===== config.mk =====
export PLATFORM = sky130hd
export DESIGN_NAME = integer_to_ascii_formatter
export DESIGN_NICKNAME = d
export VERILOG_FILES = /design/src/rtl/core/itoa_pkg.sv /design/src/rtl/core/itoa_ctrl.sv /design/src/rtl/core/itoa_dp.sv /design/src/rtl/core/integer_to_ascii_formatter.sv
export SDC_FILE = /design/constraint.sdc
export NUM_CORES = 1
export LEC_CHECK = 0
export CAP_MARGIN = 20
export CELL_PAD_IN_SITES_DETAIL_PLACEMENT = 1
export CELL_PAD_IN_SITES_GLOBAL_PLACEMENT = 1
export CORE_MARGIN = 3
export CORE_UTILIZATION = 55
export CTS_CLUSTER_SIZE = 20
export DETAILED_ROUTE_END_ITERATION = 7
export DONT_BUFFER_PORTS = 1
export GPL_TIMING_DRIVEN = 0
export PLACE_DENSITY = 0.87
export SYNTH_ARGS = -nofsm -noshare
export SYNTH_HDL_FRONTEND = slang
export SYNTH_SLANG_ARGS = --single-unit

===== constraint.sdc =====
create_clock -name clk_i -period 11.92 [get_ports clk_i]
set_clock_uncertainty 0.2 [all_clocks]
set_input_delay 1.788 -clock clk_i [delete_from_list [all_inputs] [get_ports clk_i]]
set_output_delay 1.788 -clock clk_i [all_outputs]
set_load 0.01 [all_outputs]

===== src/rtl/core/itoa_pkg.sv =====
// itoa_pkg: shared types and defaults for the integer-to-ASCII formatter.
// Holds the input/output transaction structs and the controller/datapath
// command and status structs. No dependencies.
package itoa_pkg;

  // Default sizing handed to the top level
  localparam int unsigned CORE_LEN_DEF   = 32;
  localparam int unsigned MAX_WIDTH_DEF  = 64;
  localparam int unsigned VALUE_BITS_DEF = 32;

  // Radix select codes (anything else formats as decimal)
  localparam logic [1:0] RADIX_HEX = 2'd1;
  localparam logic [1:0] RADIX_OCT = 2'd2;

  // One number plus its conversion spec
  typedef struct packed {
    logic [31:0] magnitude;
    logic        negative;
    logic [1:0]  radix_sel;
    logic        upper_case;
    logic        signed_conv;
    logic        precision_given;
    logic [5:0]  min_digits;
    logic [6:0]  field_width;
    logic        zero_pad;
    logic        left_align;
    logic        plus_sign;
    logic        space_sign;
  } itoa_in_t;

  // One output character
  typedef struct packed {
    logic [7:0] character;
    logic       last_char;
  } itoa_out_t;

  // Controller to datapath
  typedef struct packed {
    logic load;
    logic dabble;
    logic push_digit;
    logic push_zero;
    logic push_sign;
    logic prep;
    logic emit;
  } itoa_cmd_t;

  // Datapath to controller
  typedef struct packed {
    logic skip_digits;
    logic is_dec;
    logic dabble_last;
    logic more_digits;
    logic need_zero;
    logic rem_zero;
    logic last_one;
    logic out_free;
  } itoa_sts_t;

endpackage


===== src/rtl/core/itoa_ctrl.sv =====
// itoa_ctrl: sequencing state machine of the integer-to-ASCII formatter.
// Drives itoa_cmd_t to the datapath and reads itoa_sts_t back.
// Depends on itoa_pkg.
module itoa_ctrl (
  input  logic                clk_i,
  input  logic                rst_ni,
  input  logic                in_valid_i,
  output logic                in_stall_o,
  input  itoa_pkg::itoa_sts_t sts_i,
  output itoa_pkg::itoa_cmd_t cmd_o
);
  import itoa_pkg::*;

  localparam logic [2:0] ST_IDLE   = 3'd0;
  localparam logic [2:0] ST_START  = 3'd1;
  localparam logic [2:0] ST_DABBLE = 3'd2;
  localparam logic [2:0] ST_DIGIT  = 3'd3;
  localparam logic [2:0] ST_PAD    = 3'd4;
  localparam logic [2:0] ST_SIGN   = 3'd5;
  localparam logic [2:0] ST_PREP   = 3'd6;
  localparam logic [2:0] ST_EMIT   = 3'd7;

  logic [2:0] state_q, state_d;

  // Input side is open only between numbers
  assign in_stall_o = (state_q != ST_IDLE);

  // Next state and commands
  always_comb begin
    state_d = state_q;
    cmd_o   = '0;
    case (state_q)
      ST_IDLE: begin
        if (in_valid_i) begin
          cmd_o.load = 1'b1;
          state_d    = ST_START;
        end
      end
      ST_START: begin
        if (sts_i.skip_digits) begin
          state_d = ST_PAD;
        end else if (sts_i.is_dec) begin
          state_d = ST_DABBLE;
        end else begin
          state_d = ST_DIGIT;
        end
      end
      ST_DABBLE: begin
        cmd_o.dabble = 1'b1;
        if (sts_i.dabble_last) begin
          state_d = ST_DIGIT;
        end
      end
      ST_DIGIT: begin
        cmd_o.push_digit = 1'b1;
        if (!sts_i.more_digits) begin
          state_d = ST_PAD;
        end
      end
      ST_PAD: begin
        if (sts_i.need_zero) begin
          cmd_o.push_zero = 1'b1;
        end else begin
          state_d = ST_SIGN;
        end
      end
      ST_SIGN: begin
        cmd_o.push_sign = 1'b1;
        state_d         = ST_PREP;
      end
      ST_PREP: begin
        cmd_o.prep = 1'b1;
        state_d    = ST_EMIT;
      end
      ST_EMIT: begin
        if (sts_i.rem_zero) begin
          state_d = ST_IDLE;
        end else if (sts_i.out_free) begin
          cmd_o.emit = 1'b1;
          if (sts_i.last_one) begin
            state_d = ST_IDLE;
          end
        end
      end
      default: begin
        state_d = ST_IDLE;
      end
    endcase
  end

  always_ff @(posedge clk_i or negedge rst_ni) begin
    if (!rst_ni) begin
      state_q <= ST_IDLE;
    end else begin
      state_q <= state_d;
    end
  end

endmodule


===== src/rtl/core/itoa_dp.sv =====
// itoa_dp: datapath of the integer-to-ASCII formatter.
// Binary-to-BCD shifter, digit extractor, character stack, pad counters and
// the output register. Depends on itoa_pkg.
module itoa_dp #(
  parameter int unsigned CORE_LEN   = itoa_pkg::CORE_LEN_DEF,
  parameter int unsigned MAX_WIDTH  = itoa_pkg::MAX_WIDTH_DEF,
  parameter int unsigned VALUE_BITS = itoa_pkg::VALUE_BITS_DEF
) (
  input  logic                clk_i,
  input  logic                rst_ni,
  input  itoa_pkg::itoa_in_t  in_data_i,
  input  itoa_pkg::itoa_cmd_t cmd_i,
  output itoa_pkg::itoa_sts_t sts_o,
  output logic                out_valid_o,
  input  logic                out_stall_i,
  output itoa_pkg::itoa_out_t out_data_o
);
  import itoa_pkg::*;

  localparam int unsigned LEN_W  = $clog2(CORE_LEN + 1);
  localparam int unsigned WID_W  = $clog2(MAX_WIDTH + 1);
  localparam int unsigned NDEC   = (VALUE_BITS * 1233) / 4096 + 1;
  localparam int unsigned WORK_W = 4 * NDEC;
  localparam int unsigned CNT_W  = $clog2(VALUE_BITS + 1);
  localparam int unsigned FW     = (WID_W > 7) ? WID_W : 7;
  localparam int unsigned PW     = (LEN_W > 6) ? LEN_W : 6;
  localparam int unsigned TW     = (WID_W > LEN_W) ? WID_W : LEN_W;
  localparam int unsigned SW     = TW + 2;

  localparam logic [7:0] CH_ZERO  = 8'h30;
  localparam logic [7:0] CH_UPPER = 8'h41;
  localparam logic [7:0] CH_LOWER = 8'h61;
  localparam logic [7:0] CH_MINUS = 8'h2D;
  localparam logic [7:0] CH_PLUS  = 8'h2B;
  localparam logic [7:0] CH_SPACE = 8'h20;

  // Per-number settings
  logic              dec_q, oct_q, upper_q, left_q, lead_sp_q, sign_q, skip_q;
  logic [7:0]        sign_ch_q;
  logic [WID_W-1:0]  width_q;
  logic [LEN_W-1:0]  tgt_q;
  // Conversion registers
  logic [VALUE_BITS-1:0] bin_q;
  logic [WORK_W-1:0]     work_q;
  logic [CNT_W-1:0]      cnt_q;
  // Character stack, top at index 0
  logic [7:0]        core_q [CORE_LEN];
  logic [LEN_W-1:0]  len_q;
  logic [WID_W-1:0]  lead_q, trail_q;
  // Output register
  logic              out_valid_q;
  itoa_out_t         out_q;

  // ---------------- decode of the incoming spec ----------------
  logic [VALUE_BITS-1:0] val;
  logic [PW-1:0]         prec_raw;
  logic [LEN_W-1:0]      prec;
  logic [FW-1:0]         wid_raw;
  logic [WID_W-1:0]      wid, eff_w, pad_w;
  logic [TW-1:0]         tgt_raw;
  logic [LEN_W-1:0]      tgt;
  logic                  plus_eff, space_eff, has_sign, zpad_eff;
  logic [7:0]            sign_ch;

  always_comb begin
    val       = VALUE_BITS'(in_data_i.magnitude);
    prec_raw  = PW'(in_data_i.min_digits);
    prec      = (prec_raw > PW'(CORE_LEN)) ? LEN_W'(CORE_LEN) : LEN_W'(prec_raw);
    wid_raw   = FW'(in_data_i.field_width);
    wid       = (wid_raw > FW'(MAX_WIDTH)) ? WID_W'(MAX_WIDTH) : WID_W'(wid_raw);
    plus_eff  = in_data_i.plus_sign & in_data_i.signed_conv;
    space_eff = in_data_i.space_sign & in_data_i.signed_conv;
    has_sign  = in_data_i.negative | plus_eff | space_eff;
    sign_ch   = in_data_i.negative ? CH_MINUS : (plus_eff ? CH_PLUS : CH_SPACE);
    zpad_eff  = in_data_i.zero_pad & ~in_data_i.precision_given;
    // sign eats one column of a zero-padded field
    eff_w     = (wid != '0 && zpad_eff && has_sign) ? wid - 1'b1 : wid;
    pad_w     = zpad_eff ? eff_w : '0;
    tgt_raw   = (TW'(prec) > TW'(pad_w)) ? TW'(prec) : TW'(pad_w);
    tgt       = (tgt_raw > TW'(CORE_LEN)) ? LEN_W'(CORE_LEN) : LEN_W'(tgt_raw);
    if (in_data_i.left_align) begin
      tgt = '0;
    end
  end

  // ---------------- double-dabble step ----------------
  logic [WORK_W-1:0] adj;
  always_comb begin
    for (int i = 0; i < NDEC; i++) begin
      adj[4*i +: 4] = (work_q[4*i +: 4] >= 4'd5) ? work_q[4*i +: 4] + 4'd3
                                                 : work_q[4*i +: 4];
    end
  end

  // ---------------- digit extraction ----------------
  logic [3:0]        dig;
  logic [WORK_W-1:0] work_shift;
  logic [7:0]        dig_ch;
  always_comb begin
    dig        = oct_q ? {1'b0, work_q[2:0]} : work_q[3:0];
    work_shift = oct_q ? (work_q >> 3) : (work_q >> 4);
    if (dig < 4'd10) begin
      dig_ch = CH_ZERO + {4'b0, dig};
    end else begin
      dig_ch = (upper_q ? CH_UPPER : CH_LOWER) + {4'b0, dig} - 8'd10;
    end
  end

  // ---------------- stack push/pop ----------------
  logic       sign_ok, push, pop;
  logic [7:0] push_ch;
  assign sign_ok = sign_q && (len_q < LEN_W'(CORE_LEN));
  assign push    = cmd_i.push_digit | cmd_i.push_zero | (cmd_i.push_sign & sign_ok);
  always_comb begin
    if (cmd_i.push_digit) begin
      push_ch = dig_ch;
    end else if (cmd_i.push_zero) begin
      push_ch = CH_ZERO;
    end else begin
      push_ch = sign_ch_q;
    end
  end

  // ---------------- emission ----------------
  logic [SW-1:0] rem;
  logic [TW-1:0] gap;
  logic          wide;
  logic [7:0]    emit_ch;
  assign rem  = SW'(lead_q) + SW'(len_q) + SW'(trail_q);
  assign wide = (TW'(width_q) > TW'(len_q));
  assign gap  = TW'(width_q) - TW'(len_q);
  assign pop  = cmd_i.emit && (lead_q == '0) && (len_q != '0);
  always_comb begin
    if (lead_q != '0) begin
      emit_ch = CH_SPACE;
    end else if (len_q != '0) begin
      emit_ch = core_q[0];
    end else begin
      emit_ch = CH_SPACE;
    end
  end

  // Status to controller
  always_comb begin
    sts_o             = '0;
    sts_o.skip_digits = skip_q;
    sts_o.is_dec      = dec_q;
    sts_o.dabble_last = (cnt_q == CNT_W'(1));
    sts_o.more_digits = (work_shift != '0) &&
                        ((LEN_W + 1)'(len_q) + 1'b1 < (LEN_W + 1)'(CORE_LEN));
    sts_o.need_zero   = (len_q < tgt_q);
    sts_o.rem_zero    = (rem == '0);
    sts_o.last_one    = (rem == SW'(1));
    sts_o.out_free    = !out_valid_q || !out_stall_i;
  end

  // Per-number settings and conversion registers
  always_ff @(posedge clk_i) begin
    if (cmd_i.load) begin
      dec_q     <= (in_data_i.radix_sel != RADIX_HEX) && (in_data_i.radix_sel != RADIX_OCT);
      oct_q     <= (in_data_i.radix_sel == RADIX_OCT);
      upper_q   <= in_data_i.upper_case;
      left_q    <= in_data_i.left_align;
      lead_sp_q <= ~in_data_i.left_align & ~zpad_eff;
      sign_q    <= has_sign;
      sign_ch_q <= sign_ch;
      skip_q    <= in_data_i.precision_given && (val == '0);
      width_q   <= wid;
      tgt_q     <= tgt;
      bin_q     <= val;
      work_q    <= (in_data_i.radix_sel != RADIX_HEX && in_data_i.radix_sel != RADIX_OCT)
                   ? '0 : WORK_W'(val);
      cnt_q     <= CNT_W'(VALUE_BITS);
    end else if (cmd_i.dabble) begin
      work_q <= {adj[WORK_W-2:0], bin_q[VALUE_BITS-1]};
      bin_q  <= bin_q << 1;
      cnt_q  <= cnt_q - 1'b1;
    end else if (cmd_i.push_digit) begin
      work_q <= work_shift;
    end
  end

  // Character stack
  always_ff @(posedge clk_i) begin
    if (push) begin
      core_q[0] <= push_ch;
      for (int j = 1; j < CORE_LEN; j++) begin
        core_q[j] <= core_q[j-1];
      end
    end else if (pop) begin
      for (int j = 0; j < CORE_LEN - 1; j++) begin
        core_q[j] <= core_q[j+1];
      end
    end
  end

  // Counts
  always_ff @(posedge clk_i or negedge rst_ni) begin
    if (!rst_ni) begin
      len_q   <= '0;
      lead_q  <= '0;
      trail_q <= '0;
    end else begin
      if (cmd_i.load) begin
        len_q   <= '0;
        lead_q  <= '0;
        trail_q <= '0;
      end else if (push) begin
        len_q <= len_q + 1'b1;
      end else if (cmd_i.prep) begin
        lead_q  <= (lead_sp_q && wide) ? WID_W'(gap) : '0;
        trail_q <= (left_q && wide) ? WID_W'(gap) : '0;
      end else if (cmd_i.emit) begin
        if (lead_q != '0) begin
          lead_q <= lead_q - 1'b1;
        end else if (len_q != '0) begin
          len_q <= len_q - 1'b1;
        end else begin
          trail_q <= trail_q - 1'b1;
        end
      end
    end
  end

  // Output register
  always_ff @(posedge clk_i or negedge rst_ni) begin
    if (!rst_ni) begin
      out_valid_q <= 1'b0;
    end else if (cmd_i.emit) begin
      out_valid_q <= 1'b1;
    end else if (!out_stall_i) begin
      out_valid_q <= 1'b0;
    end
  end

  always_ff @(posedge clk_i) begin
    if (cmd_i.emit) begin
      out_q.character <= emit_ch;
      out_q.last_char <= (rem == SW'(1));
    end
  end

  assign out_valid_o = out_valid_q;
  assign out_data_o  = out_q;

endmodule


===== src/rtl/core/integer_to_ascii_formatter.sv =====
// integer_to_ascii_formatter: top level, printf-style integer to ASCII text.
// Instantiates itoa_ctrl and itoa_dp. Depends on itoa_pkg.
//
// Takes one number with its conversion spec per input transaction and emits
// the text one character per output transaction, last_char set on the final
// one. Decimal goes through a binary-to-BCD shifter that consumes one value
// bit per cycle; then the digits are peeled off one per cycle, padding zeros
// are pushed one per cycle, and the characters leave through the output
// register at one per cycle while the output is not stalled. The input
// stalls from acceptance until the final character is loaded into the output
// register; the next number can be taken while that character still waits.
// A number that produces no text gives no output.
module integer_to_ascii_formatter #(
  parameter int unsigned CORE_LEN   = itoa_pkg::CORE_LEN_DEF,
  parameter int unsigned MAX_WIDTH  = itoa_pkg::MAX_WIDTH_DEF,
  parameter int unsigned VALUE_BITS = itoa_pkg::VALUE_BITS_DEF
) (
  input  logic                clk_i,
  input  logic                rst_ni,
  input  logic                in_valid_i,
  output logic                in_stall_o,
  input  itoa_pkg::itoa_in_t  in_data_i,
  output logic                out_valid_o,
  input  logic                out_stall_i,
  output itoa_pkg::itoa_out_t out_data_o
);
  import itoa_pkg::*;

  itoa_cmd_t cmd;
  itoa_sts_t sts;

  // Sequencer
  itoa_ctrl u_ctrl (
    .clk_i      (clk_i),
    .rst_ni     (rst_ni),
    .in_valid_i (in_valid_i),
    .in_stall_o (in_stall_o),
    .sts_i      (sts),
    .cmd_o      (cmd)
  );

  // Datapath
  itoa_dp #(
    .CORE_LEN   (CORE_LEN),
    .MAX_WIDTH  (MAX_WIDTH),
    .VALUE_BITS (VALUE_BITS)
  ) u_dp (
    .clk_i       (clk_i),
    .rst_ni      (rst_ni),
    .in_data_i   (in_data_i),
    .cmd_i       (cmd),
    .sts_o       (sts),
    .out_valid_o (out_valid_o),
    .out_stall_i (out_stall_i),
    .out_data_o  (out_data_o)
  );

endmodule


### Word level (Yosys, flattened, before mapping)

Memories as Yosys holds them, arrays and structs flattened.
Cells that the tools add are included.

* $lt $le $gt $ge: 19
* muxes and demuxes: 107
* add/subtract/negate cells: 23
* equality and inequality tests: 24
* bitwise gates (word level): 44
* reduce and logical (&&, ||, !) cells: 34

Operator list (count)
* $mux W8: 34
* $mux W40: 3
* $mux W7: 17
* $mux W32: 3
* $mux W6: 9
* $mux W4: 11
* $ge A4 B3 Y1 const B: 10
* $reduce_bool A40 Y1: 1
* $mux W37: 1
* $add A4 B2 Y4 const B: 9
* $or A1 B1 Y1: 35
* $logic_not A32 Y1: 1
* $mux W3: 9
* $pmux W3 S8: 1
* $sub A7 B1 Y7 const B: 3
* $mux W1: 19
* $reduce_bool A3 Y1: 6
* $reduce_bool A7 Y1: 2
* $eq A3 B3 Y1 const B: 4
* $ne A2 B2 Y1 const B: 6
* $ne A3 B3 Y1 const B: 4
* $sub A6 B1 Y6 const B: 2
* $logic_and A1 B1 Y1: 10
* $add A9 B7 Y9: 1
* 38 further kinds: 50

* word-level logic and storage cells: 273
* input bits: 59
* memory bits (writable): 256
* register bits after elaboration: 139
* memories kept: 1
* output and inout port bits: 11

Memories
* u_dp.core_q: depth 32, bits a word 8, rd ports 32, clocked after Yosys merged registers in 0, write ports 32, line itoa_dp.sv:47 `logic [7:0] core_q [CORE_LEN];`

### Longest topological paths before layout

Gate-level depths: netlist (run 1).

* depth in word-level cells: 11
* gate-level depth with buffers: 20
* mapped depth without buffers: 16

### Cells and area by module

From an unflattened synthesis (run 1), not the netlist that was laid out.

* cells, all modules: 1950
* area total of the unflattened synthesis: 19784.0 um2

By module, submodules not included
* itoa_dp: area an instance 19522.5 um2, cells an instance 1917, sequential area each 11456.0 um2, instances 1
* itoa_ctrl: area an instance 261.5 um2, cells an instance 33, sequential area each 75.1 um2, instances 1

### Worst setup path before layout (run 1)

Ideal clock, no wire load.

* kind: register to register
* start point: register u_dp.len_q[0]
* end point: memory u_dp.core_q[0][0], enable pin
* setup time: 1.180 ns
* buffers on the path: 2
* arrival time: 5.603 ns
* clock period less this slack: 6.984 ns
* setup slack: 4.936 ns
* cell stages (with the launch flop): 18
* required time: 10.540 ns
* cell sequence: dfrtp_1 -> ha_1 -> inv_1 -> fa_1 -> nor2b_1 -> o21ai_0 -> a21oi_1 -> o21a_1 -> nor2_1 -> xnor2_1 -> ha_1 -> nor4_1 -> nand2_1 -> or4_1 -> buf_2 -> o211ai_4 -> buf_4 -> nand2_2

RTL lines
* from (decl): line itoa_dp.sv:48 `logic [LEN_W-1:0] len_q;`
* from (signal assigned): line itoa_dp.sv:209 `len_q <= len_q + 1'b1;`
* from (signal assigned): line itoa_dp.sv:217 `len_q <= len_q - 1'b1;`
* to (decl): line itoa_dp.sv:47

==> metrics, run 1 <==
worst r2r src=u_dp.len_q[0]; crit path max fanout=107; CP max stage cell=dfrtp_1; Leak=8.562 nW; Final setup viols=0; CORE AREA=35,740 µm²; non-filler cells, final=2,594; synthesized cell area=20,020 µm²; clk slew on worst S/H paths=0.06 ns; CTS tree=done; Reg-to-Reg End=u_dp.core_q[7][16]; Total GRT Usage=28.71%; power density over the cells=129.6 nW/µm²; Critical Path RT=11.96 ns; critical path's top delay family=simple AND/OR/NAND/NOR gates; Mapped Cells=2,050; drt drc=0; crit path to=u_dp.core_q[7][16]; crit end category=flop; die area=38,730 µm²; gr ovfl total=0; Starting Density=56.01%; Clock Power Share=47.7%; fmax=172.1 MHz; Routed WL=55,340 µm; Worst Tran Pin Value=0.9136 ns; number of synthesized flops with an enable pin=360; critical path class=reg2reg; count of cell types in the netlist=77; largest stage delay on the critical path=0.59 ns; register area share after synthesis=57.60%; vias in the first global route=16,540; hold crit path type=reg2reg; Max Cap Viol=0; Int Pwr=2.275 mW; DR vias=15,590; max-slew violation count=0; Worst path depth=19; first-pass GRT wire length=89,140 µm; flop-to-flop setup slack=6.11 ns; area share of the largest cell type after synthesis=54.00%; Post-DRT Antenna Nets=0; Async S/R FF share, synth=6.154%; worst path bufs/invs=5; Setup WS post-layout=6.110 ns; largest net degree at the start of global routing=108; CTS Root Cell=clkbuf_16; total power=2.870 mW; cell taking the most area after synthesis=edfxtp_1; Detail Placement HPWL=37,420 µm; final period demand of the worst path=5.810 ns; fin area=22,150 µm²; final hold violation count=0; Setup Fix Bufs, Post-CTS=0; GPL Wtd Cong=0.8624; unrepaired setup endpoints after global routing=no; H-tree Lvls=2; Sw Share=20.74%; Antenna diodes=0; worst vdd ir=0.1191 mV; Startpoint Class=flop; number of cell rows=69; vias per cell=6.008; yosys warns=0; reg2reg path depth=19; worst skew pair latency=0.60 ns; Placed Instances=2,515; initial antenna violation count=0; Post-CTS Resized=0; placed inst area=20,720 µm²; Hold WS=0.2506 ns; Die X=196.8 µm; total negative slack=0 ns; ranking of synthesized cells by area=edfxtp_1, nand2_1, ha_1; P_sw=0.5952 mW; Slew headroom=39.10%; Final #Nets=2,224; CP cell instances=ha_1 -> inv_1 -> fa_1 -> nor2b_1 -> o21ai_0 -> a21oi_1 -> o21a_1 -> nor2_1 -> xnor2_1 -> ha_1 -> nor4_1 -> nand2_1 -> or4_1 -> buf_2 -> o211ai_4 -> buf_4 -> nand2_8 -> buf_16 -> buf_16; status=finished clean; share of layout cells above drive strength 1=5.391%; CP startpoint=u_dp.len_q[0]; Synth Flop Type=edfxtp_1; worst path arrival time=5.85 ns; final core utilization=61.97%; Period Utilization, post-route=48.74%; Hold Buf Count CTS=0; Seq pwr share=51.3%; routed len/inst=21.33 µm; Num CTS Buffers=43; Synth Area per Inst=9.766 µm²; Die Ht=196.8 µm; logic gate share of total power=1.0%; clock tree sinks=390; Fillers=3,967; I/O Pins=70; clk buf depth=3; Initial DRC Count=1,078; area grow syn2layout=10.62%; syn_nets=2,174; IO Port Bufs=0; pre-CTS setup slack=5.908 ns; DRT Pass-1 Iters=5; register bit total from synthesis=390
## state kept, by name, indices dropped and copies added, names as in the netlist, 3 cells and up
name,flops
u_ctrl.state_q,3
u_dp.bin_q,32
u_dp.cnt_q,6
u_dp.core_q,256
u_dp.lead_q,7
u_dp.len_q,6
u_dp.out_data_o,9
u_dp.sign_ch_q,3
u_dp.tgt_q,6
u_dp.trail_q,7
u_dp.width_q,7
u_dp.work_q,40
## synth_stat cells, types with 8 or more instances
library cell  count
nor4_1           20
nand2b_1         15
xnor2_1          24
nor3_1           18
clkbuf_1         57
a31oi_1           8
and3_1           12
xor2_1           14
o31ai_1          12
nor2b_1          17
nand3_1          25
o211ai_1          8
edfxtp_1        360
o21ai_0          46
nand2_1         879
nor3b_1          11
a211oi_1         13
a21o_1            8
o221ai_1         17
or3_1             8
mux2i_1          39
inv_1            67
ha_1             61
dfrtp_1          24
buf_2            10
buf_1             8
nor2_1           69
a21oi_1          83
buf_6             9
buf_4            11
## power groups by stage
stage / logic, mW / registers, mW / clock network, mW
detailed placement: 0.0282 / 1.50 / 0
global route: 0.0317 / 1.47 / 1.44
global placement: 0.0267 / 1.50 / 0
CTS: 0.0283 / 1.47 / 1.39
finish: 0.0286 / 1.47 / 1.37
floorplan: 0.0214 / 1.50 / 0
## how the worst min path moves through the flow
stage / startpoint / end / cells past startpoint
after floorplan: u_dp.core_q[7][16] / u_dp.core_q[7][24] / 0
after global placement: u_dp.core_q[7][22] / u_dp.core_q[7][30] / 0
after detailed placement: u_dp.core_q[7][19] / u_dp.core_q[7][27] / 0
after CTS: u_dp.core_q[7][18] / u_dp.core_q[7][26] / 0
after global routing: u_dp.core_q[7][16] / u_dp.core_q[7][24] / 0
final: u_dp.core_q[7][18] / u_dp.core_q[7][26] / 0
## placed cells by master (no fill, tap or decap), types with 9 or more instances in the layout
master,instances
nand2_1,879
edfxtp_1,360
a21oi_1,83
nor2_1,69
clkbuf_1,68
inv_1,67
ha_1,61
o21ai_0,46
clkbuf_16,43
mux2i_1,39
xnor2_1,24
nand3_1,24
dfrtp_1,24
nor4_1,20
nor3_1,18
nor2b_1,17
o221ai_1,17
nand2b_1,15
xor2_1,14
a211oi_1,13
o31ai_1,12
and3_1,12
buf_2,11
buf_4,11
nor3b_1,11
buf_6,9
## kinds of logic (layout without fill, tap and decap cells)
kind of cell / count (synthesis) / count (layout) / synth area share [%]
simple gates: 1107 / 1107 / 22.78
flops: 390 / 390 / 57.60
xor+xnor: 38 / 38 / 1.662
buf+inv: 162 / 245 / 3.644
compound gates: 248 / 248 / 8.100
mux: 40 / 40 / 2.006
fa+ha+maj: 65 / 65 / 4.212
## worst reg2reg max path: cells and delay by family, from the launching register on
kind	cells	cell delay [ns]
flip-flops	1	0.59
AO/OA/AOI/OAI	4	0.82
AND/OR/NAND/NOR	6	1.38
adder cells (fa/ha/maj)	3	0.97
buffers and inverters	5	1.29
XOR/XNOR	1	0.13
## layer usage
| layer | part of all wire [%] | global-route usage [%] |
|---|---|---|
| met3 | 4.6 | 4.427 |
| met5 | 0 | 0 |
| met1 | 41 | 36.58 |
| met2 | 51 | 50.17 |
| met4 | 3.4 | 10.35 |
## final cells by class
cell class	instances	area (µm²)	area share, %
multi-input cells	1498	7779	35.12
plain buffers	95	480.5	2.169
inverters	67	251.5	1.136
flip-flops and latches	390	11530	52.07
well taps	461	576.8	2.604
clock buffers	57	1149	5.186
clock inverters	21	262.8	1.186
repair buffers	5	117.6	0.5310
Note: power is estimated with default switching activity, not from simulation.
==> inputs of run 2 (changes only) <==
--- a/config.mk
+++ b/config.mk
@@ -9,12 +9,12 @@
 export CELL_PAD_IN_SITES_DETAIL_PLACEMENT = 1
 export CELL_PAD_IN_SITES_GLOBAL_PLACEMENT = 1
 export CORE_MARGIN = 3
-export CORE_UTILIZATION = 55
+export CORE_UTILIZATION = 46
 export CTS_CLUSTER_SIZE = 20
 export DETAILED_ROUTE_END_ITERATION = 7
 export DONT_BUFFER_PORTS = 1
 export GPL_TIMING_DRIVEN = 0
-export PLACE_DENSITY = 0.87
+export PLACE_DENSITY = 0.78
 export SYNTH_ARGS = -nofsm -noshare
 export SYNTH_HDL_FRONTEND = slang
 export SYNTH_SLANG_ARGS = --single-unit
==> constraint.sdc (replaced) <==
create_clock -name clk_i -period 4.8 [get_ports clk_i]
set_clock_uncertainty 0.2 [all_clocks]
set_input_delay 0.72 -clock clk_i [delete_from_list [all_inputs] [get_ports clk_i]]
set_output_delay 0.72 -clock clk_i [all_outputs]
set_load 0.01 [all_outputs]
==> metrics, run 2 (same netlist as run 1, synthesis figures left out) <==
status=finished clean; placed inst area=20,880 µm²; Hold WS=0.04076 ns; worst path bufs/invs=4; critical path class=reg2reg; IO Port Bufs=0; H-tree Lvls=2; first-pass GRT wire length=86,140 µm; Largest Register=u_dp.core_q; final hold violation count=0; Seq pwr share=52.7%; area grow syn2layout=12.68%; DR vias=15,190; CP max stage cell=or4_1; biggest regs=u_dp.core_q (256), u_dp.work_q (40), u_dp.bin_q (32); Num CTS Buffers=43; fin area=22,560 µm²; leading cell types in the layout, fill and taps excluded=nand2_1, edfxtp_1, a21oi_1; die area=46,060 µm²; worst skew pair latency=0.57 ns; wl on met1=23,690 µm; clk buf depth=3; DRT Pass-1 Iters=5; CTS Root Cell=clkbuf_16; P_sw=1.448 mW; power density over the cells=308.1 nW/µm²; Initial DRC Count=1,066; pre-CTS setup slack=-0.3640 ns; total power=6.950 mW; Final setup viols=0; crit end category=flop; worst path arrival time=4.63 ns; largest stage delay on the critical path=0.50 ns; Leak=8.720 nW; Worst Tran Pin Value=1.485 ns; Post-DRT Antenna Nets=0; Fillers=4,780; Starting Density=47.10%; max-slew violation count=0; Die X=214.6 µm; Max Cap Viol=0; routed len/inst=19.90 µm; Routed WL=54,360 µm; Critical Path RT=4.92 ns; drt drc=0; CTS tree=done; I/O Pins=70; vias in the first global route=16,090; hold crit path type=in2reg; crit path max fanout=25; number of cell rows=75; Detail Placement HPWL=36,810 µm; clock tree sinks=390; Total GRT Usage=22.93%; CP cell instances=ha_4 -> inv_1 -> fa_1 -> nor2b_1 -> o21ai_0 -> a21oi_1 -> o21a_1 -> nor2_1 -> xnor2_1 -> ha_1 -> nor4_1 -> nand2_1 -> or4_1 -> buf_2 -> o211ai_4 -> buf_12 -> nand2_8 -> clkbuf_16; Clock Power Share=46.2%; unrepaired setup endpoints after global routing=no; Final #Nets=2,246; routed wl met3=2344 µm; Met2 Wirelength=26,960 µm; vias per cell=5.561; fmax=221.5 MHz; Sw Share=20.83%; final core utilization=53.07%; critical path's top delay family=simple AND/OR/NAND/NOR gates; highest metal used=met5; Period Utilization, post-route=94.04%; Largest register FFs=256; gr ovfl total=0; logic gate share of total power=1.2%; Slew headroom=0.9832%; Antenna diodes=0; most common cell after layout, fill and taps aside=nand2_1; largest net degree at the start of global routing=79; GPL Wtd Cong=0.8436; initial antenna violation count=2; CORE AREA=42,510 µm²; clk slew on worst S/H paths=0.06 ns; Int Pwr=5.502 mW; Startpoint Class=flop; final period demand of the worst path=4.514 ns; share of layout cells above drive strength 1=6.729%; worst vdd ir=0.2239 mV; Die Ht=214.6 µm; Setup WS post-layout=0.2860 ns
[run 2: stage by stage]
stage                     instances  TNS, ns
final                          2732        0
after global routing           2732        0
after CTS                      2714        0
after detailed placement       2631   -59.55
after global placement         2627  -243.56
after floorplan                2050        0
[run 2: what timing repair did]
| action | CTS | global route |
|---|---|---|
| gates cloned | 2 | 16 |
| pin swaps | 1 | 0 |
| endpoints found under the setup margin | 250 | 361 |
| buffers inserted | 1 | 3 |
| gates resized for setup | 2 | 8 |
| endpoints found under the hold margin | 24 | 0 |
| hold buffers | 2 | 0 |
[run 2: routing by layer]
layer / GRT usage, % / vias up
met5: 0 / -
li1: - / 7216
met2: 39.82 / 294
met3: 3.868 / 85
met1: 29.49 / 7597
met4: 6.964 / 2
[run 2: path summary, 6_finish.rpt]
kind | slack [ns] | cells after the start | startpoint | to
max reg2reg | 0.29 | 18 | u_dp.len_q[0] | u_dp.core_q[2][15]
max in group asynchronous | 3.85 | 2 | rst_ni | u_dp.len_q[0]
min reg2reg | 0.25 | 0 | u_dp.core_q[7][16] | u_dp.core_q[7][24]
min | 0.04 | 0 | in_data_i[19] | u_dp.upper_q
max | 0.29 | 18 | u_dp.len_q[0] | u_dp.core_q[2][15]
min in group asynchronous | 0.38 | 2 | rst_ni | u_dp.trail_q[1]
[run 2: layout make-up]
cell class / instances / area, µm² / share of cell area, %
Clock inverter: 19 / 153.9 / 0.6822
Buffer: 94 / 495.5 / 2.196
Inverter: 67 / 251.5 / 1.115
Sequential cell: 390 / 11530 / 51.13
Tap cell: 577 / 721.9 / 3.200
Clock buffer: 59 / 1166 / 5.169
Timing Repair Buffer: 23 / 394.1 / 1.747
Multi-Input combinational cell: 1503 / 7843 / 34.76
[run 2: power by group through the flow]
| stage | sequential (mW) | combinational, mW | clock (mW) |
|---|---|---|---|
| 5_1_grt | 3.66 | 0.0884 | 3.41 |
| 2_1_floorplan | 3.73 | 0.0532 | 0 |
| 4_1_cts | 3.66 | 0.0792 | 3.27 |
| 3_3_place_gp | 3.73 | 0.0689 | 0 |
| 3_5_place_dp | 3.73 | 0.0713 | 0 |
| 6_report | 3.66 | 0.0801 | 3.21 |
